$ cat src/hdl/sfc_pkg.sv
// shared types, constants and the crc-8 byte update for the serial frame checker
// no dependencies; used by every module of the block by scoped names

package sfc_pkg;

   localparam int unsigned BYTE_W      = 8;
   localparam int unsigned COUNT_W     = 7;
   localparam int unsigned MAX_LEN_W   = 7;
   localparam int unsigned CSR_INDEX_W = 2;
   localparam int unsigned RSP_DATA_W  = 32;

   localparam logic [COUNT_W-1:0]   MIN_TOTAL_LEN = 7'd4;
   localparam logic [COUNT_W-1:0]   MAX_TOTAL_LEN = 7'd64;
   localparam logic [COUNT_W-1:0]   COUNT_SAT     = 7'd65;

   localparam logic [BYTE_W-1:0]    RESET_POLY      = 8'd213;
   localparam logic [BYTE_W-1:0]    RESET_CTRL_ADDR = 8'd200;
   localparam logic [BYTE_W-1:0]    RESET_RC_TYPE   = 8'd22;
   localparam logic [MAX_LEN_W-1:0] RESET_MAX_LEN   = 7'd64;

   typedef enum logic [1:0] {
      ERR_NONE      = 2'd0,
      ERR_LENGTH    = 2'd1,
      ERR_LEN_FIELD = 2'd2,
      ERR_CRC       = 2'd3
   } error_code_type;

   typedef enum logic [CSR_INDEX_W-1:0] {
      CSR_CRC_POLY  = 2'd0,
      CSR_CTRL_ADDR = 2'd1,
      CSR_RC_TYPE   = 2'd2,
      CSR_MAX_LEN   = 2'd3
   } csr_index_type;

   typedef struct packed {
      logic [BYTE_W-1:0]    crc_poly;
      logic [BYTE_W-1:0]    ctrl_addr;
      logic [BYTE_W-1:0]    rc_type;
      logic [MAX_LEN_W-1:0] max_len;
   } cfg_type;

   typedef struct packed {
      logic [COUNT_W-1:0] byte_count;
      logic [BYTE_W-1:0]  crc_running;
      logic [BYTE_W-1:0]  saved_address;
      logic [BYTE_W-1:0]  saved_length;
      logic [BYTE_W-1:0]  saved_type;
   } frame_state_type;

   typedef struct packed {
      logic               frame_ok;
      error_code_type     error_code;
      logic [BYTE_W-1:0]  dest_address;
      logic [BYTE_W-1:0]  frame_kind;
      logic [BYTE_W-1:0]  length_byte;
      logic               is_rc_channels;
   } result_type;

   // msb-first crc-8, one byte in eight shift steps
   function automatic logic [BYTE_W-1:0] crc8_byte(input logic [BYTE_W-1:0] crc,
                                                   input logic [BYTE_W-1:0] data,
                                                   input logic [BYTE_W-1:0] poly);
      logic [BYTE_W-1:0] c;
      c = crc ^ data;
      for (int i = 0; i < BYTE_W; i++) begin
         if (c[BYTE_W-1]) begin
            c = {c[BYTE_W-2:0], 1'b0} ^ poly;
         end else begin
            c = {c[BYTE_W-2:0], 1'b0};
         end
      end
      return c;
   endfunction

endpackage

$ cat src/hdl/sfc_frame_track.sv
// per-frame state: byte count, running crc and the three header bytes
// depends on sfc_pkg

module sfc_frame_track (
   input  logic                     clock,
   input  logic                     reset,
   input  logic                     byte_valid,
   input  logic [7:0]               rx_byte,
   input  logic                     end_of_frame,
   input  logic [7:0]               crc_poly,
   output sfc_pkg::frame_state_type state
);

   logic [sfc_pkg::COUNT_W-1:0] byte_count_ff, byte_count_in;
   logic [sfc_pkg::BYTE_W-1:0]  crc_ff, crc_in;
   logic [sfc_pkg::BYTE_W-1:0]  address_ff, address_in;
   logic [sfc_pkg::BYTE_W-1:0]  length_ff, length_in;
   logic [sfc_pkg::BYTE_W-1:0]  type_ff, type_in;

   always_comb begin
      byte_count_in = byte_count_ff;
      crc_in        = crc_ff;
      address_in    = address_ff;
      length_in     = length_ff;
      type_in       = type_ff;
      if (byte_valid) begin
         if (end_of_frame) begin
            // frame done, back to the cleared state
            byte_count_in = '0;
            crc_in        = '0;
            address_in    = '0;
            length_in     = '0;
            type_in       = '0;
         end else begin
            if (byte_count_ff == 7'd0) address_in = rx_byte;
            if (byte_count_ff == 7'd1) length_in  = rx_byte;
            if (byte_count_ff == 7'd2) type_in    = rx_byte;
            if (byte_count_ff >= 7'd2 && byte_count_ff < sfc_pkg::COUNT_SAT) begin
               crc_in = sfc_pkg::crc8_byte(crc_ff, rx_byte, crc_poly);
            end
            if (byte_count_ff < sfc_pkg::COUNT_SAT) begin
               byte_count_in = byte_count_ff + 7'd1;
            end
         end
      end
   end

   always_ff @(posedge clock) begin
      if (reset) begin
         byte_count_ff <= '0;
         crc_ff        <= '0;
         address_ff    <= '0;
         length_ff     <= '0;
         type_ff       <= '0;
      end else begin
         byte_count_ff <= byte_count_in;
         crc_ff        <= crc_in;
         address_ff    <= address_in;
         length_ff     <= length_in;
         type_ff       <= type_in;
      end
   end

   assign state.byte_count    = byte_count_ff;
   assign state.crc_running   = crc_ff;
   assign state.saved_address = address_ff;
   assign state.saved_length  = length_ff;
   assign state.saved_type    = type_ff;

endmodule

$ cat src/hdl/sfc_frame_check.sv
// end-of-frame checks: length range, length field and crc against the last byte
// depends on sfc_pkg

module sfc_frame_check (
   input  sfc_pkg::frame_state_type state,
   input  logic [7:0]               rx_byte,
   input  sfc_pkg::cfg_type         cfg,
   output sfc_pkg::result_type      result
);

   logic [sfc_pkg::COUNT_W-1:0] total_len;
   logic [sfc_pkg::COUNT_W-1:0] max_len;
   logic [sfc_pkg::BYTE_W-1:0]  address;
   logic [sfc_pkg::BYTE_W-1:0]  length;
   logic [sfc_pkg::BYTE_W-1:0]  kind;
   logic [sfc_pkg::BYTE_W-1:0]  expected_len;
   sfc_pkg::error_code_type     err;

   always_comb begin
      // the current byte may still be one of the header bytes
      address = (state.byte_count == 7'd0) ? rx_byte : state.saved_address;
      length  = (state.byte_count == 7'd1) ? rx_byte : state.saved_length;
      kind    = (state.byte_count == 7'd2) ? rx_byte : state.saved_type;

      total_len    = state.byte_count + 7'd1;
      max_len      = (cfg.max_len > sfc_pkg::MAX_TOTAL_LEN) ? sfc_pkg::MAX_TOTAL_LEN
                                                             : cfg.max_len;
      expected_len = {1'b0, state.byte_count} - 8'd1;

      if (total_len < sfc_pkg::MIN_TOTAL_LEN || total_len > max_len) begin
         err = sfc_pkg::ERR_LENGTH;
      end else if (length != expected_len) begin
         err = sfc_pkg::ERR_LEN_FIELD;
      end else if (rx_byte != state.crc_running) begin
         err = sfc_pkg::ERR_CRC;
      end else begin
         err = sfc_pkg::ERR_NONE;
      end

      result.frame_ok       = (err == sfc_pkg::ERR_NONE);
      result.error_code     = err;
      result.dest_address   = address;
      result.frame_kind     = kind;
      result.length_byte    = length;
      result.is_rc_channels = (err == sfc_pkg::ERR_NONE) && (address == cfg.ctrl_addr)
                              && (kind == cfg.rc_type);
   end

endmodule

$ cat src/hdl/serial_frame_checker_crc8.sv
// top level of the serial frame checker: configuration registers, stream handshake
// and the result register; depends on sfc_pkg, sfc_frame_track and sfc_frame_check

// Frame bytes arrive one transfer at a time on the req_ stream, with req_tlast
// marking the last byte before line idle. Byte 0 is the destination address,
// byte 1 the length field, byte 2 the frame type and the last byte the crc-8
// (msb first, init zero) over byte 2 up to the byte before the last. Every
// last byte yields exactly one result transfer on rsp_; other bytes yield none.
// One byte is taken every cycle: the crc update and all checks sit in one
// combinational step between the frame state registers and the result
// register, so a byte is accepted on the same cycle as it is offered unless
// the result register still holds a result that rsp_ has not taken. A result
// appears on rsp_ in the cycle after its last byte is taken. Frames shorter than four
// bytes, longer than max_len (capped at 64) or longer than 64 fail with error code 1;
// then a wrong length field gives 2 and a wrong crc gives 3. Configuration is to be
// written through csr_ only while no frame is in progress; the block does not enforce it.

module serial_frame_checker_crc8 (
   input  logic        clock,
   input  logic        reset,
   // input stream
   input  logic        req_tvalid,
   output logic        req_tready,
   input  logic [7:0]  req_tdata,   // [7:0] rx_byte
   input  logic        req_tlast,   // end_of_frame
   // result stream
   output logic        rsp_tvalid,
   input  logic        rsp_tready,
   output logic [31:0] rsp_tdata,   // [0] frame_ok, [2:1] error_code, [10:3] dest_address,
                                    // [18:11] frame_kind, [26:19] length_byte,
                                    // [27] is_rc_channels, [31:28] zero
   // configuration writes
   input  logic        csr_wr_en,
   input  logic [1:0]  csr_index,
   input  logic [7:0]  csr_wdata
);

   sfc_pkg::cfg_type         cfg_ff, cfg_in;
   sfc_pkg::frame_state_type frame_state;
   sfc_pkg::result_type      check_result;
   sfc_pkg::result_type      result_ff, result_in;
   logic                     rsp_valid_ff, rsp_valid_in;
   logic                     req_transfer;

   // configuration register decode
   always_comb begin
      cfg_in = cfg_ff;
      if (csr_wr_en) begin
         unique case (sfc_pkg::csr_index_type'(csr_index))
            sfc_pkg::CSR_CRC_POLY:  cfg_in.crc_poly  = csr_wdata;
            sfc_pkg::CSR_CTRL_ADDR: cfg_in.ctrl_addr = csr_wdata;
            sfc_pkg::CSR_RC_TYPE:   cfg_in.rc_type   = csr_wdata;
            sfc_pkg::CSR_MAX_LEN:   cfg_in.max_len   = csr_wdata[sfc_pkg::MAX_LEN_W-1:0];
            default:                cfg_in = cfg_ff;
         endcase
      end
   end

   always_ff @(posedge clock) begin
      if (reset) begin
         cfg_ff.crc_poly  <= sfc_pkg::RESET_POLY;
         cfg_ff.ctrl_addr <= sfc_pkg::RESET_CTRL_ADDR;
         cfg_ff.rc_type   <= sfc_pkg::RESET_RC_TYPE;
         cfg_ff.max_len   <= sfc_pkg::RESET_MAX_LEN;
      end else begin
         cfg_ff <= cfg_in;
      end
   end

   // a byte may enter whenever the result register is free or being emptied
   assign req_tready   = !rsp_valid_ff || rsp_tready;
   assign req_transfer = req_tvalid && req_tready;

   sfc_frame_track u_track (
      .clock        (clock),
      .reset        (reset),
      .byte_valid   (req_transfer),
      .rx_byte      (req_tdata),
      .end_of_frame (req_tlast),
      .crc_poly     (cfg_ff.crc_poly),
      .state        (frame_state)
   );

   sfc_frame_check u_check (
      .state   (frame_state),
      .rx_byte (req_tdata),
      .cfg     (cfg_ff),
      .result  (check_result)
   );

   // result register: loaded by the last byte of a frame
   always_comb begin
      rsp_valid_in = rsp_valid_ff;
      result_in    = result_ff;
      if (rsp_valid_ff && rsp_tready) begin
         rsp_valid_in = 1'b0;
      end
      if (req_transfer && req_tlast) begin
         rsp_valid_in = 1'b1;
         result_in    = check_result;
      end
   end

   always_ff @(posedge clock) begin
      if (reset) begin
         rsp_valid_ff <= 1'b0;
      end else begin
         rsp_valid_ff <= rsp_valid_in;
      end
   end

   // payload, no reset needed
   always_ff @(posedge clock) begin
      result_ff <= result_in;
   end

   assign rsp_tvalid = rsp_valid_ff;
   assign rsp_tdata  = {4'b0000,
                        result_ff.is_rc_channels,
                        result_ff.length_byte,
                        result_ff.frame_kind,
                        result_ff.dest_address,
                        result_ff.error_code,
                        result_ff.frame_ok};

endmodule

$ cat config.mk
export PLATFORM = sky130hd
export DESIGN_NAME = serial_frame_checker_crc8
export DESIGN_NICKNAME = d
export VERILOG_FILES = /design/src/hdl/sfc_pkg.sv /design/src/hdl/sfc_frame_track.sv /design/src/hdl/sfc_frame_check.sv /design/src/hdl/serial_frame_checker_crc8.sv
export SDC_FILE = /design/constraint.sdc
export NUM_CORES = 1
export LEC_CHECK = 0
export ABC_AREA = 1
export BUFFER_PORTS_ARGS = -buffer_cell sky130_fd_sc_hd__buf_4
export CORE_MARGIN = 4
export CORE_UTILIZATION = 28
export DETAILED_ROUTE_END_ITERATION = 16
export GPL_TIMING_DRIVEN = 0
export SYNTH_ARGS = -nofsm -noshare
export SYNTH_HDL_FRONTEND = slang
export SYNTH_SLANG_ARGS = --single-unit
export TNS_END_PERCENT = 50
$ cat constraint.sdc
create_clock -name clock -period 3.6 [get_ports clock]
set_input_delay 0.18 -clock clock [delete_from_list [all_inputs] [get_ports clock]]
set_output_delay 0.18 -clock clock [all_outputs]
set_load 0.03 [all_outputs]
---- Word level (Yosys, flattened, before mapping) ----
Cells that the tools add are included.
storage, ports and cells
  output and inout bits ................... 34
  logic and storage cells ................. 107
  bits of input ports ..................... 24
  register bits ........................... 99
operators by class
  magnitude comparators ................... 5
  muxes and demuxes ....................... 45
  reduce and logical (&&, ||, !) cells .... 21
  bitwise logic cells ..................... 9
  add/subtract/negate cells ............... 2
  equality and inequality tests ........... 9
operators by type and width
  kind                                                                          number
  8-bit two-way mux                                                             37
  8-bit bitwise XOR                                                             9
  7-bit two-way mux                                                             3
  8-bit == test                                                                 2
  8-bit inequality test                                                         2
  2-bit AND reduction                                                           6
  7-bit by 1-bit subtractor with 8-bit output, second input constant            1
  7-bit by 1-bit adder with 7-bit output, second input constant                 1
  7-bit by 1-bit == test with 1-bit output, second input constant               1
  7-bit by 2-bit == test with 1-bit output, second input constant               1
  7-bit by 2-bit >= comparator with 1-bit output, second input constant         1
  7-bit > comparator                                                            1
  7-bit > comparator, second input constant                                     1
  7-bit logical NOT                                                             1
  7-bit by 3-bit less-than comparator with 1-bit output, second input constant  1
  7-bit less-than comparator, second input constant                             1
  1-bit logical AND                                                             6
  2-bit two-way mux                                                             3
  2-bit nonzero test                                                            3
  2-bit == test, second input constant                                          2
  2-bit logical NOT                                                             2
  2-bit by 1-bit == test with 1-bit output, second input constant               1
  1-bit logical OR                                                              2
  1-bit two-way mux                                                             2
  1-bit logical NOT                                                             1

---- Logic depth before layout (Yosys ltp) ----
Gate-level depths: netlist (run 1).
  word-level depth ........................ 40
  depth in mapped cells ................... 29
  gate-level depth less buffers ........... 29

---- Modules after synthesis ----
A second synthesis (run 1) with hierarchy kept.
second synthesis, totals
  cell total of the unflattened synthesis .. 1,044
  area, all modules ....................... 6,866.6 um2
by module, submodules not included
  module                     instances  area an instance (um2)  cells each  sequential area each (um2)
  sfc_frame_track            1          2,890.3                 469         780.7
  serial_frame_checker_crc8  1          2,269.7                 225         1,481.4
  sfc_frame_check            1          1,706.6                 350         0.0

---- Worst setup path before layout (run 1) ----
Ideal clock, no wire load.
  kind .................................... reg-to-reg
  start point ............................. reg rsp_valid_ff (netlist: rsp_tvalid)
  end point ............................... reg result_ff, in the netlist rsp_tdata[0], enable pin
  data required time ...................... 3,186 ps
  path buffers ............................ 0
  setup time .............................. 414 ps
  clock period less this slack ............ 2,612 ps
  cell stages (with the launch flop) ...... 6
  setup slack ............................. 988 ps
  arrival ................................. 2,198 ps
  cells stage by stage .................... dfxtp_1 -> inv_1 -> nor2_1 -> inv_1 -> nand2_1 -> nor2_1
between the ends
  longest elaborated chain between the ends .. 4
ends and longest elaborated chain
  item                    RTL line                          RTL
  from (decl)             serial_frame_checker_crc8.sv:42   logic rsp_valid_ff, rsp_valid_in;
  from (signal assigned)  serial_frame_checker_crc8.sv:108  rsp_valid_ff <= rsp_valid_in;
  1-bit logical NOT       serial_frame_checker_crc8.sv:71   assign req_tready = !rsp_valid_ff || rsp_tready;
  1-bit logical OR        serial_frame_checker_crc8.sv:71
  net req_tready          serial_frame_checker_crc8.sv:23   output logic req_tready,
  1-bit logical AND       serial_frame_checker_crc8.sv:72   assign req_transfer = req_tvalid && req_tready;
  1-bit logical AND       serial_frame_checker_crc8.sv:98   if (req_transfer && req_tlast) begin
  to (signal assigned)    serial_frame_checker_crc8.sv:114  result_ff <= result_in;
  to (decl)               serial_frame_checker_crc8.sv:41   sfc_pkg::result_type result_ff, result_in;
The timed path passes the listed nets, and every way through them passes these cells.
A chain may end at the register's enable or synchronous reset.

---- Worst setup path in the final report (run 1) ----
  start point ............................. reg cfg_ff[30] (netlist name)
  end point ............................... reg u_track.crc_ff[6] (netlist name)
between the ends
  longest elaborated chain between the ends .. 38
  elaborated cells between the ends (all ways) .. 39
  those cells by class .................... mux: 31; bitwise: 8
ends and longest elaborated chain
  item                  RTL line               RTL
  8-bit bitwise XOR     sfc_pkg.sv:67          c = {c[BYTE_W-2:0], 1'b0} ^ poly;
  8-bit two-way mux     sfc_pkg.sv:66          if (c[BYTE_W-1]) begin
  8-bit two-way mux     sfc_frame_track.sv:38  if (byte_count_ff >= 7'd2 && byte_count_ff < sfc_pkg::COUNT_SAT) begin
  8-bit two-way mux     sfc_frame_track.sv:27  if (end_of_frame) begin
  8-bit two-way mux     sfc_frame_track.sv:26  if (byte_valid) begin
  8-bit two-way mux     sfc_pkg.sv:66
  8-bit two-way mux     sfc_frame_track.sv:38
  8-bit two-way mux     sfc_frame_track.sv:27
  [22 not listed]       --
  8-bit two-way mux *   sfc_pkg.sv:66
  8-bit two-way mux *   sfc_frame_track.sv:38
  8-bit two-way mux *   sfc_frame_track.sv:27
  8-bit two-way mux *   sfc_frame_track.sv:26
  8-bit bitwise XOR     sfc_pkg.sv:67
  8-bit two-way mux *   sfc_pkg.sv:66
  8-bit two-way mux *   sfc_frame_track.sv:38
  8-bit two-way mux *   sfc_frame_track.sv:27
  to (signal assigned)  sfc_frame_track.sv:57  crc_ff <= crc_in;
  to (decl)             sfc_frame_track.sv:15  logic [sfc_pkg::BYTE_W-1:0] crc_ff, crc_in;
Every way passes the cells marked *; elsewhere a longest branch is shown, timed or not. The select of a mux whose other input is x is not followed.

==> results of run 1 <==
per-stage QoR:
| stage | total power [W] | instances |
|---|---|---|
| global placement | 0.00365 | 1174 |
| detailed placement | 0.00369 | 1175 |
| finish | 0.00458 | 1191 |
| CTS | 0.00459 | 1191 |
| global route | 0.00502 | 1191 |
| floorplan | 0.00321 | 846 |
state kept, by name, summed over array words and instances (netlist names):
signal	cells
rsp_tdata	28
u_track.length_ff	8
rsp_tvalid	1
u_track.type_ff	8
u_track.address_ff	8
cfg_ff	31
u_track.crc_ff	8
u_track.byte_count_ff	7
path summary, 6_finish.rpt:
kind                              start                     to  slack, ns
setup / recovery             cfg_ff[30]      u_track.crc_ff[6]       0.50
hold reg to reg   u_track.address_ff[6]  u_track.address_ff[6]       0.47
setup reg to reg             cfg_ff[30]      u_track.crc_ff[6]       0.50
hold / removal             csr_wdata[7]             cfg_ff[22]       0.09
where the power goes:
| part | switching, W | internal [W] |
|---|---|---|
| registers | 0.0000407 | 0.00121 |
| clock network | 0.000419 | 0.000469 |
| logic | 0.00157 | 0.000866 |
Yosys cell counts (all sizes together):
cell type | number | share of area [%]
o21ai | 53 | 4.4
xor2 | 30 | 4.7
ha | 12 | 2.5
xnor2 | 20 | 2.9
a211oi | 1 | 0.13
nand2 | 274 | 18
nor2 | 55 | 3.9
nor3 | 10 | 0.84
inv | 96 | 6.0
buf | 13 | 1.6
dfxtp | 71 | 24
a21oi | 54 | 4.6
o211ai | 4 | 0.50
or2 | 4 | 0.42
edfxtp | 28 | 14
nand3 | 79 | 8.2
conb | 1 | 0.063
nand4 | 5 | 0.52
clkbuf | 23 | 1.4
o2111ai | 1 | 0.15
a32o | 1 | 0.17
nor4 | 4 | 0.42
nand3b | 3 | 0.38
o22ai | 1 | 0.10
cells in the final DEF, fill, tap and decap left out, types with 2 or more instances in the layout:
master | Yosys | final
sky130_fd_sc_hd__buf_2 | 3 | 3
sky130_fd_sc_hd__nand4_1 | 5 | 5
sky130_fd_sc_hd__buf_6 | 2 | 2
sky130_fd_sc_hd__nor2_1 | 53 | 52
sky130_fd_sc_hd__clkbuf_16 | 0 | 9
sky130_fd_sc_hd__xnor2_1 | 20 | 20
sky130_fd_sc_hd__dfxtp_1 | 71 | 71
sky130_fd_sc_hd__conb_1 | 1 | 4
sky130_fd_sc_hd__nand3b_1 | 3 | 3
sky130_fd_sc_hd__nand2_4 | 4 | 4
sky130_fd_sc_hd__nand3_4 | 3 | 3
sky130_fd_sc_hd__edfxtp_1 | 28 | 28
sky130_fd_sc_hd__buf_4 | 5 | 58
sky130_fd_sc_hd__nand3_2 | 11 | 11
sky130_fd_sc_hd__nand3_1 | 65 | 65
sky130_fd_sc_hd__a21oi_1 | 53 | 53
sky130_fd_sc_hd__ha_1 | 12 | 12
sky130_fd_sc_hd__inv_2 | 4 | 4
sky130_fd_sc_hd__clkbuf_1 | 23 | 24
sky130_fd_sc_hd__clkinvlp_4 | 0 | 2
sky130_fd_sc_hd__nand2_2 | 10 | 10
sky130_fd_sc_hd__o211ai_1 | 4 | 4
sky130_fd_sc_hd__nand2_1 | 260 | 260
sky130_fd_sc_hd__inv_1 | 92 | 92
sky130_fd_sc_hd__nor3_1 | 10 | 10
sky130_fd_sc_hd__o21ai_1 | 2 | 2
sky130_fd_sc_hd__xor2_1 | 29 | 29
sky130_fd_sc_hd__buf_1 | 2 | 2
sky130_fd_sc_hd__or2_2 | 4 | 4
sky130_fd_sc_hd__nor4_1 | 4 | 4
sky130_fd_sc_hd__o21ai_0 | 51 | 51
cells by family (layout without fill, tap and decap cells):
kind of cell               count (synthesis)  in the layout  share of synthesized area, %
and+or+nand+nor                          434            434                          32.7
other                                      1              4                        0.0628
adders and majority gates                 12             12                          2.51
AOI/OAI and AO/OA                        115            115                          10.1
DFF                                       99             99                          37.9
xor gates and xnor gates                  50             50                          7.64
buffers and inverters                    132            202                          9.11
final cells by class:
| cell class | instances | area [µm²] |
|---|---|---|
| plain buffers | 36 | 184 |
| inverters | 96 | 360 |
| fillers | 2257 | 14000 |
| well taps | 275 | 344 |
| clock inverters | 6 | 41.3 |
| repair buffers | 54 | 425 |
| flip-flops and latches | 99 | 2260 |
| multi-input cells | 615 | 3180 |
| clock buffers | 10 | 229 |
metal layers:
layer / share of wire (%) / up-vias
met4: 1.6 / 0
met2: 45 / 123
li1: - / 2817
met5: 0 / -
met1: 48 / 2431
met3: 5.4 / 20
critical path, cell delays in order, from the launching register on:
cell and delay (ns):
sky130_fd_sc_hd__dfxtp_1 0.31, sky130_fd_sc_hd__buf_2 0.24, sky130_fd_sc_hd__nand3_1 0.10, sky130_fd_sc_hd__nand2_1 0.11
sky130_fd_sc_hd__nand2_4 0.08, sky130_fd_sc_hd__buf_6 0.14, sky130_fd_sc_hd__nand3_2 0.07, sky130_fd_sc_hd__nand2_4 0.10
sky130_fd_sc_hd__nand3_2 0.09, sky130_fd_sc_hd__nand2_1 0.14, sky130_fd_sc_hd__o21ai_1 0.16, sky130_fd_sc_hd__nand2_1 0.11
sky130_fd_sc_hd__nand2_1 0.08, sky130_fd_sc_hd__inv_1 0.04, sky130_fd_sc_hd__nor2_1 0.20, sky130_fd_sc_hd__nand3_2 0.22
sky130_fd_sc_hd__nand3_2 0.12, sky130_fd_sc_hd__nand2_1 0.09, sky130_fd_sc_hd__nand2_4 0.12, sky130_fd_sc_hd__buf_8 0.13
sky130_fd_sc_hd__nand2_1 0.05, sky130_fd_sc_hd__nand2_1 0.06, sky130_fd_sc_hd__nand3_1 0.10, sky130_fd_sc_hd__a21oi_2 0.15
==> results list, run 1 <==
* Status: finished, final reports clean
- Met2 usage in global routing: 21.2%
* Setup TNS: 0 ns
- The number of endpoints with negative hold slack in the final report was 0.
- Gate count of the mapped netlist: 843
- After legalization and detailed placement, the total HPWL measured 12.5 mm.
* Area of the die: 0.0237 mm²
- Average wire per cell in the routed design: 13.5 µm
- The floorplan step set the die height to 154 µm.
- The longest clock path from root to sink contains 2 buffers.
* Period utilisation layout: 86.2%
- Post-CTS Setup Inserts: 0
- VDD sags by at most 0.000312 V.
* Placement row count: 53
* Vias/cell: 4.53
- Buffers on Ports: 53
- The number of gates resized after CTS was 0.
* Global-route usage over all layers: 13.5%
* Final clock skew: 0.00743 ns
* Number of distinct library cells after synthesis: 38
- The detailed router placed 5391 vias in this run.
* Nets: 947
- Horiz. Die Dim: 154 µm
- The number of cells on the worst reg-to-reg path is 23.
- Met3 GRT Util: 2.39%
- For this design, the sink count on the clock tree is 99.
* Required time reported for the critical path endpoint: 3.88 ns
- Number of primary I/O pins: 58
- Along the worst hold path, the cell count comes to 3.
- The number of pins with negative max-slew slack in the final report came to 0.
- TritonCTS built the clock tree.
* Type of the worst min-delay path: primary input to flop
- Hold_ws: 0.0877 ns
* Residual antenna-violating net count after detailed routing: 0
- Fin area: 0.00703 mm²
* Setup repair after global routing missed its margin: no
* Leakage power figure: 3.17 nW
* Cts bufs inserted: 9
* Critical path type: flop to flop
- Cells with a size suffix above 1 make up 13.1% of the layout.
- The H-tree generated during clock tree synthesis spans 3 levels.
- During synthesis, Yosys emitted a total of 0 warnings.
- Worst relative slew slack: 40.0%
- Crit path DAT: 3.39 ns
* Cell area after synthesis: 0.00597 mm²
- Share of synthesized area occupied by flip-flops and latches: 37.9%
- Starting DRC count in detailed routing: 501
- Least setup slack across all paths after layout: 0.496 ns
- Entering global routing, the biggest net connects 18 pins.
- The layer flagged by global routing as most heavily used is met2.
- The initial antenna violation count is 0.
* Layout area overhead: 17.6%
* FMAX: 322 MHz
* Starting utilization of the core area: 28.4%
- First-pass iteration count of the detailed router: 5
* Count of unresolved DRC violations after routing: 0
* Skew-Pair Late Insertion Delay: 0.35 ns
* Endpoint type of the worst setup path: flop
- Once placement finished, the instance area stood at 0.00676 mm².
- Setup violations remaining at the end of the flow were counted as 0.
- Each instance of the synthesized netlist takes up on average 7.09 µm².
* Post-Place Worst Slack: 0.440 ns
* CP Max Fanout: 10
- PwrDens: 651 mW/mm²
- The root buffer cell chosen for the clock tree is sky130_fd_sc_hd__clkbuf_16.
- The worst setup path is launched from a flop.
- Antenna diode instance count: 0
- Via count of the first global-routing pass: 4900
- Clock-pin slew was measured on the worst setup and hold paths at 0.07 ns.
- CTS Hold Buffers Added: 0
- Sum of overflow across all layers after global routing: 0
- # Max-Cap Violations: 0
* Final core occ: 33.4%
- The floorplan step defined a core boundary enclosing 0.0210 mm².
- For met1 alone, demand over resource in global routing was 19.2%.
* Actual transition at the worst max-transition pin: 0.893 ns
* Min cycle time layout: 3.10 ns
* Total Wirelength: 16.1 mm
* Gpl congestion: 0.842
- Synthesis inferred 99 register bits.
- The first global-routing pass estimated 25.8 mm of wire.
No activity file was read; power rests on OpenSTA's default activity.
==> run 2, diff against run 1 <==
--- a/config.mk
+++ b/config.mk
@@ -11,6 +11,7 @@
 export CORE_UTILIZATION = 28
 export DETAILED_ROUTE_END_ITERATION = 16
 export GPL_TIMING_DRIVEN = 0
+export REMOVE_ABC_BUFFERS = 1
 export SYNTH_ARGS = -nofsm -noshare
 export SYNTH_HDL_FRONTEND = slang
 export SYNTH_SLANG_ARGS = --single-unit
==> run 2 against run 1 <==
  * Clock power rose by 12%
  * Fmax fell by 3.7%
  * First-iteration DRC count fell by 33%
  * Total power rose by 0.31%
  * Wire length fell by 4.2%
  * Sequential cell count did not move
  * Sequential share of layout area rose by 0.51 points
  * Cell area fell by 1.4%
  * Worst setup slack got worse by 0.12 ns
  * Die area did not move
  * Clock skew rose by 0.0012 ns
  * Via count fell by 3.0%
  * Critical path type unchanged
  * Critical endpoint is now u_track.crc_ff[4]
  * Largest power group unchanged
  * Highest routed layer unchanged
==> results list, run 2 (synthesized netlist as in run 1, its figures left out) <==
- IR Drop Worst-Case VDD: 0.000250 V (-20%)
* Period utilisation layout: 89.5% (+3.3 points)
- # Max-Cap Violations: 0 (unchanged)
- Number of primary I/O pins: 58 (unchanged)
- Traced cell by cell, the critical path runs through inv_1 -> nand2_1 -> nand2_2 -> nand3_2 -> nand2_4 -> nand2_1 -> nand2_2 -> nand3_4 -> nand2_2 -> inv_2 -> nor2_8 -> nand3_4 -> nand3_4 -> inv_1 -> nand2_1 -> nand3_1 -> xnor2_1 -> nand3_1 -> nand2_1 -> nand3_1 -> nand3_1 -> a21oi_1.
- Counting flops per register, the top entry is cfg_ff.
* Cts bufs inserted: 9 (unchanged)
* Setup TNS: 0 ns (unchanged)
* Type of the worst min-delay path: primary input to flop
* Top layer in use: met4
* FMAX: 310 MHz (-3.7%)
* Maximum number of pins on one net before global-route repair: 41 (+23)
* Half-perimeter wire length after placement: 11.5 mm (-8.6%)
* Sum of overflow across all layers after global routing: 0 (unchanged)
- Clock slew at reported path FFs: 0.07 ns (about the same)
- The number of global-route vias before repair was 4669 (-4.7%).
- Status: finished, final reports clean
- Final hold violation count: 0 (unchanged)
- The detailed-route DRC error count is 0 (unchanged).
- The y dimension of the die was 154 µm (unchanged).
- Final clock skew: 0.00864 ns (+0.00122 ns)
* Met1 Routed Length: 7.65 mm (-0.55%)
* Least setup slack across all paths after layout: 0.378 ns (-0.118 ns)
- Worst relative slew slack: 33.5% (-6.6 points)
* Buffer levels on the longest clock path: 2 (unchanged)
* H-tree depth reported by CTS: 3 (unchanged)
* Vias/cell: 4.51 (-0.29%)
- The root buffer cell chosen for the clock tree is sky130_fd_sc_hd__clkbuf_16.
- Slowest stage cell on the critical path: sky130_fd_sc_hd__xnor2_1
- Horiz. Die Dim: 154 µm (unchanged)
* Final core occ: 33.0% (-0.45 points)
- Average wire per cell in the routed design: 13.3 µm (-1.5%)
- Antenna diode instance count: 0 (unchanged)
- The worst register-to-register path ends at u_track.crc_ff[4].
- Area of the die: 0.0237 mm² (unchanged)
- The global router's overall resource usage came to 13.1% (-0.39 points).
* Area taken by flip-flops and latches: 0.00227 mm² (+0.22%)
* Actual transition at the worst max-transition pin: 0.996 ns (+0.103 ns)
* Nets: 915 (-3.4%)
* Clock tree from TritonCTS: yes
- The worst setup path is captured at a flop.
* PwrDens: 662 mW/mm² (+1.7%)
- Max FFs per register: 31 (unchanged)
- First-pass iteration count of the detailed router: 5 (unchanged)
- The quantity of I/O buffers inserted on ports was 53 (unchanged).
* Post-Place Worst Slack: -0.167 ns (-0.608 ns)
* Gpl congestion: 0.837 (-0.61%)
- Crit path DAT: 3.44 ns (+0.05 ns)
- Multi-input gate area: 0.00319 mm² (+0.31%)
* Required time reported for the critical path endpoint: 3.81 ns (-0.07 ns)
- Wire length of the first global-routing pass: 25.0 mm (-3.1%)
* Slowest cell delay on critical path: 0.36 ns (+0.05 ns)
- Total Wirelength: 15.4 mm (-4.2%)
- The total via count after detailed routing is 5231 (-3.0%).
- The library cell used most frequently in the layout, excluding fill and tap cells, is sky130_fd_sc_hd__nand2_1.
- The routed length on met2 came to 6.84 mm (-5.5%).
* Number of pins exceeding their max-slew limit in the final report: 0 (unchanged)
- The leakage component of the power came to 3.13 nW (-1.3%).
- The path with the worst hold slack has its endpoint at cfg_ff[18].
- Starting utilization of the core area: 28.4% (unchanged)
* Crit path launch type: flop
- Layout area overhead: 16.0%
- In the layout the commonest cells are sky130_fd_sc_hd__nand2_1 (260), sky130_fd_sc_hd__inv_1 (92), sky130_fd_sc_hd__dfxtp_1 (69).
* Detailed route wirelength on metal3: 684 µm (-21%)
* Clock Sinks: 99 (unchanged)
- The DRC violation total after the first TritonRoute iteration was 335 (-33%).
- Start point of the worst hold path: csr_wdata[3]
- Fraction of final layout cells with drive strength greater than 1: 13.0% (-0.091 points)
- Area inside the core boundary: 0.0210 mm² (unchanged)
* Critical path type: flop to flop
* Setup repair after global routing missed its margin: no
- Skew-Pair Late Insertion Delay: 0.34 ns (about the same)
* Number of cells traversed by the worst register-to-register path: 22 (-4.3%)
- Internal reg-to-reg setup slack: 0.38 ns (-0.12 ns)
- Min cycle time layout: 3.22 ns (+0.118 ns)
- The startpoint identified for the worst register-to-register timing path is u_track.crc_ff[7].
* Placement row count: 53 (unchanged)
* Instance count along the most critical hold path: 3 (unchanged)
- The total power after layout came to 0.00459 W (+0.31%).
- The number of filler cells placed in the layout came to 2239 (-0.80%).
* Number of failing setup endpoints in the final timing report: 0 (unchanged)
* CP Max Fanout: 15 (+5)
* Residual antenna-violating net count after detailed routing: 0 (unchanged)
- The initial antenna violation count was 0 (unchanged).
## run 2: layer usage
layer | up-vias | GRT usage (%)
li1 | 2757 | -
met1 | 2353 | 18.9
met2 | 109 | 20.2
met3 | 12 | 2.39
met4 | 0 | 3.28
met5 | - | 0
## run 2: area by class of cell
class | count | share of cell area, %
Sequential cell | 99 | 32.7
Tap cell | 275 | 4.96
Inverter | 96 | 5.20
Clock buffer | 13 | 3.77
Timing Repair Buffer | 58 | 6.68
Clock inverter | 3 | 0.650
Multi-Input combinational cell | 615 | 46.0
## run 2: how the worst max path moves through the flow
stage          slack, ns               from  cells after the start                 to
5_1_grt             0.02  u_track.crc_ff[7]                     25  u_track.crc_ff[3]
4_1_cts             0.15         cfg_ff[29]                     20  u_track.crc_ff[6]
3_5_place_dp       -0.17         cfg_ff[30]                     19  u_track.crc_ff[6]
6_report            0.38  u_track.crc_ff[7]                     22  u_track.crc_ff[4]
2_1_floorplan       0.60         cfg_ff[30]                     22  u_track.crc_ff[6]
3_3_place_gp        -0.1         cfg_ff[30]                     19  u_track.crc_ff[6]
## run 2: timing repair
item | CTS | global route
resized for setup | 1 | 3
hold buffers | 0 | 0
buffers inserted | 0 | 3
pin swaps | 0 | 1
endpoints found under the setup margin | 8 | 8
## run 2: power breakdown
group          total (W)  internal [W]  switching [W]
Sequential       0.00127       0.00121      0.0000600
Clock           0.000997      0.000584       0.000413
Combinational    0.00232      0.000832        0.00149
## run 2: per-stage QoR
| step | hold WS [ns] | area [µm²] | cells |
|---|---|---|---|
| 3_3_place_gp | 0.438 | 6540 | 1138 |
| 3_5_place_dp | 0.446 | 6590 | 1140 |
| 6_report | 0.0891 | 6930 | 1159 |
| 5_1_grt | 0.0925 | 6930 | 1159 |
| 4_1_cts | 0.0794 | 6900 | 1156 |
| 2_1_floorplan | 0.242 | 5800 | 810 |
## run 2: critical path, delay by kind of cell, from the launching register on
kind            cells  cell delay [ns]
compound gates      1             0.07
xor+xnor            1             0.36
simple gates       17             2.14
flops               1             0.34
buf+inv             3             0.18
==> run 3, diff against run 2 <==
==> constraint.sdc (replaced) <==
create_clock -name clock -period 3.8 [get_ports clock]
set_input_delay 0.19 -clock clock [delete_from_list [all_inputs] [get_ports clock]]
set_output_delay 0.19 -clock clock [all_outputs]
set_load 0.03 [all_outputs]
==> run 3 against run 2 <==
  * Clock power decreased by 5.2%
  * Worst setup slack improved by 0.10 ns
  * Sequential cell count unchanged
  * Clock skew about the same
  * Worst hold slack improved by 0.0085 ns
  * Cell area decreased by 0.47%
  * Largest power group unchanged
==> results list, run 3 (synthesized netlist as in run 1, its figures left out) <==
- Status: finished, final reports clean
- Nets: 912 (-0.33%)
- Leading cell type in the layout, fill and taps excluded: sky130_fd_sc_hd__nand2_1
- The global placer's final weighted congestion was 0.837 (unchanged).
- CTS Hold Buffers Added: 0 (unchanged)
- Max FFs per register: 31 (unchanged)
- Crit path launch type: flop
- The pin slew with the least headroom to its limit is 0.997 ns (+0.00123 ns).
* Total length of routed met2 wires: 6.80 mm (-0.63%)
- The global-route wire length before repair is 25.0 mm (unchanged).
- Fraction of final layout cells with drive strength greater than 1: 12.7% (-0.30 points)
- Min cycle time layout: 3.32 ns (+0.0998 ns)
* Leakage power figure: 3.12 nW (-0.49%)
- The max-capacitance violation count was 0 (unchanged).
- Setup TNS: 0 ns (unchanged)
* Cts bufs inserted: 9 (unchanged)
- Global-route usage over all layers: 13.1% (unchanged)
* CP Max Fanout: 15 (unchanged)
- First-pass iteration count of the detailed router: 5 (unchanged)
- Clock Sinks: 99 (unchanged)
- Highest-count cells in the layout ignoring fill and taps: sky130_fd_sc_hd__nand2_1 (260), sky130_fd_sc_hd__inv_1 (92), sky130_fd_sc_hd__dfxtp_1 (69)
- The number of diodes is 0 (unchanged).
- The detailed-route DRC error count is 0 (unchanged).
- Maximum number of pins on one net before global-route repair: 41 (unchanged)
- The total via count after detailed routing came to 5236 (+0.096%).
* Buffer levels on the longest clock path: 2 (unchanged)
* Vias/cell: 4.53 (+0.36%)
- Fillers: 2239 (unchanged)
- Post-CTS Setup Inserts: 0 (unchanged)
* H-tree depth reported by CTS: 3 (unchanged)
* Number of failing setup endpoints in the final timing report: 0 (unchanged)
* Type of the worst min-delay path: primary input to flop
- The required time of the critical path is 4.08 ns (+0.27 ns).
- Met1 Routed Length: 7.68 mm (+0.31%)
* Layout area overhead: 15.5%
* Number of pins exceeding their max-slew limit in the final report: 0 (unchanged)
- The number of endpoints with negative hold slack in the final report is 0 (unchanged).
* Detailed route wirelength on metal3: 669 µm (-2.2%)
* Placement row count: 53 (unchanged)
- Total Wirelength: 15.4 mm (-0.21%)
* Largest reg by FF count: cfg_ff
* IR Drop Worst-Case VDD: 0.000231 V (-7.4%)
- Root Driver: sky130_fd_sc_hd__clkbuf_16
- Area inside the core boundary: 0.0210 mm² (unchanged)
- The leftover overflow at the end of global routing is 0 (unchanged).
* Antenna violations before repair: 0 (unchanged)
- TritonCTS built the clock tree.
- The critical path arrival came to 3.60 ns (+0.16 ns).
- Top layer in use: met4
* Area of the die: 0.0237 mm² (unchanged)
* Clock slew at reported path FFs: 0.07 ns (about the same)
- Endpoint type of the worst setup path: flop
- The count of nets left with antenna violations after detail routing is 0 (unchanged).
* PwrDens: 619 mW/mm² (-6.5%)
* Setup repair after global routing missed its margin: no
- The worst setup path is of the flop to flop kind.
- The worst hold path begins at csr_wdata[3].
* Buffers on Ports: 53 (unchanged)
- Final clock skew: 0.00854 ns (-0.000100 ns)
- The worst register-to-register path begins at u_track.crc_ff[7].
- The headroom to the max-slew limit was 33.4% (-0.082 points).
- The clock latency on the worst-skew pair was 0.35 ns (about the same).
- The DRC violation total after the first TritonRoute iteration was 349 (+4.2%).
* Hold_ws: 0.0976 ns (+0.00849 ns)
- The detailed placer's ending HPWL is 11.5 mm (unchanged).
- Starting utilization of the core area: 28.4% (unchanged)
* Via count of the first global-routing pass: 4669 (unchanged)
* FMAX: 301 MHz (-3.0%)
- Crit path launch: u_track.crc_ff[7]
- The top-level port count was 58 (unchanged).
- Die H: 154 µm (unchanged)
- The die outline width is 154 µm (unchanged).
* Average wire per cell in the routed design: 13.3 µm (about the same)
- Period utilisation layout: 87.4% (-2.1 points)
run 3: cell types whose count changed in the layout (fill, tap and decap cells not counted):
cell,before,now
sky130_fd_sc_hd__buf_4,56,53
sky130_fd_sc_hd__dfxtp_2,1,2
sky130_fd_sc_hd__dfxtp_4,1,0
sky130_fd_sc_hd__nand3_2,10,11
sky130_fd_sc_hd__nand3_4,4,3
run 3: path summary, 6_finish.rpt:
kind	to	slack (ns)	cells after the start
max	u_track.crc_ff[3]	0.48	22
min	cfg_ff[18]	0.1	3
max reg2reg	u_track.crc_ff[3]	0.48	22
min reg2reg	u_track.address_ff[4]	0.47	2
run 3: final cells by class:
type	instances	area (µm²)	share of cell area [%]
Clock buffer	13	262	3.79
Sequential cell	99	2260	32.8
Clock inverter	3	45.0	0.653
Inverter	96	360	5.22
Multi-Input combinational cell	615	3180	46.1
Timing Repair Buffer	55	440	6.38
Tap cell	275	344	4.99
run 3: metrics by stage:
stage / instances / worst slack (ns) / total power [W] / area [µm²] / utilization (%)
CTS: 1156 / 0.0181 / 0.00428 / 6900 / 32.8
global route: 1156 / 0.0937 / 0.00469 / 6900 / 32.8
global placement: 1138 / 0.105 / 0.00329 / 6540 / 31.1
floorplan: 810 / 0.799 / 0.00292 / 5800 / -
detailed placement: 1140 / 0.0326 / 0.00333 / 6590 / 31.4
finish: 1156 / 0.478 / 0.00427 / 6900 / 32.8
run 3: what timing repair did:
action,4_1_cts,5_1_grt
setup endpoints to repair,0,8
resized for setup,0,2
hold endpoints to repair,0,0
run 3: critical path, stage by stage, from the launching register on:
cell                      delay [ns]
sky130_fd_sc_hd__dfxtp_1        0.34
sky130_fd_sc_hd__inv_1          0.08
sky130_fd_sc_hd__nand2_1        0.06
sky130_fd_sc_hd__nand2_2        0.24
sky130_fd_sc_hd__nand3_2        0.14
sky130_fd_sc_hd__nand2_4        0.18
sky130_fd_sc_hd__nand2_1        0.11
sky130_fd_sc_hd__nand2_2        0.12
sky130_fd_sc_hd__nand3_4        0.09
sky130_fd_sc_hd__nand2_2        0.11
sky130_fd_sc_hd__inv_2          0.06
sky130_fd_sc_hd__nor2_8         0.16
sky130_fd_sc_hd__nand3_4        0.15
sky130_fd_sc_hd__nand3_4        0.13
sky130_fd_sc_hd__xor2_4         0.30
sky130_fd_sc_hd__nand3_2        0.23
sky130_fd_sc_hd__nand3_2        0.12
sky130_fd_sc_hd__nand2_1        0.09
sky130_fd_sc_hd__nand2_4        0.16
sky130_fd_sc_hd__nand2_1        0.07
sky130_fd_sc_hd__nand2_1        0.07
sky130_fd_sc_hd__nand3_1        0.10
sky130_fd_sc_hd__a21oi_1        0.15
run 3: power by group:
part	switching, W	internal (W)
Sequential	0.0000564	0.00115
Clock	0.000392	0.000553
Combinational	0.00139	0.000730
Total	0.00184	0.00243
run 3: metal layers:
layer,vias up,global-route usage [%]
li1,2752,-
met1,2355,18.9
met2,116,20.2
met3,13,2.39
met4,0,3.28
met5,-,0
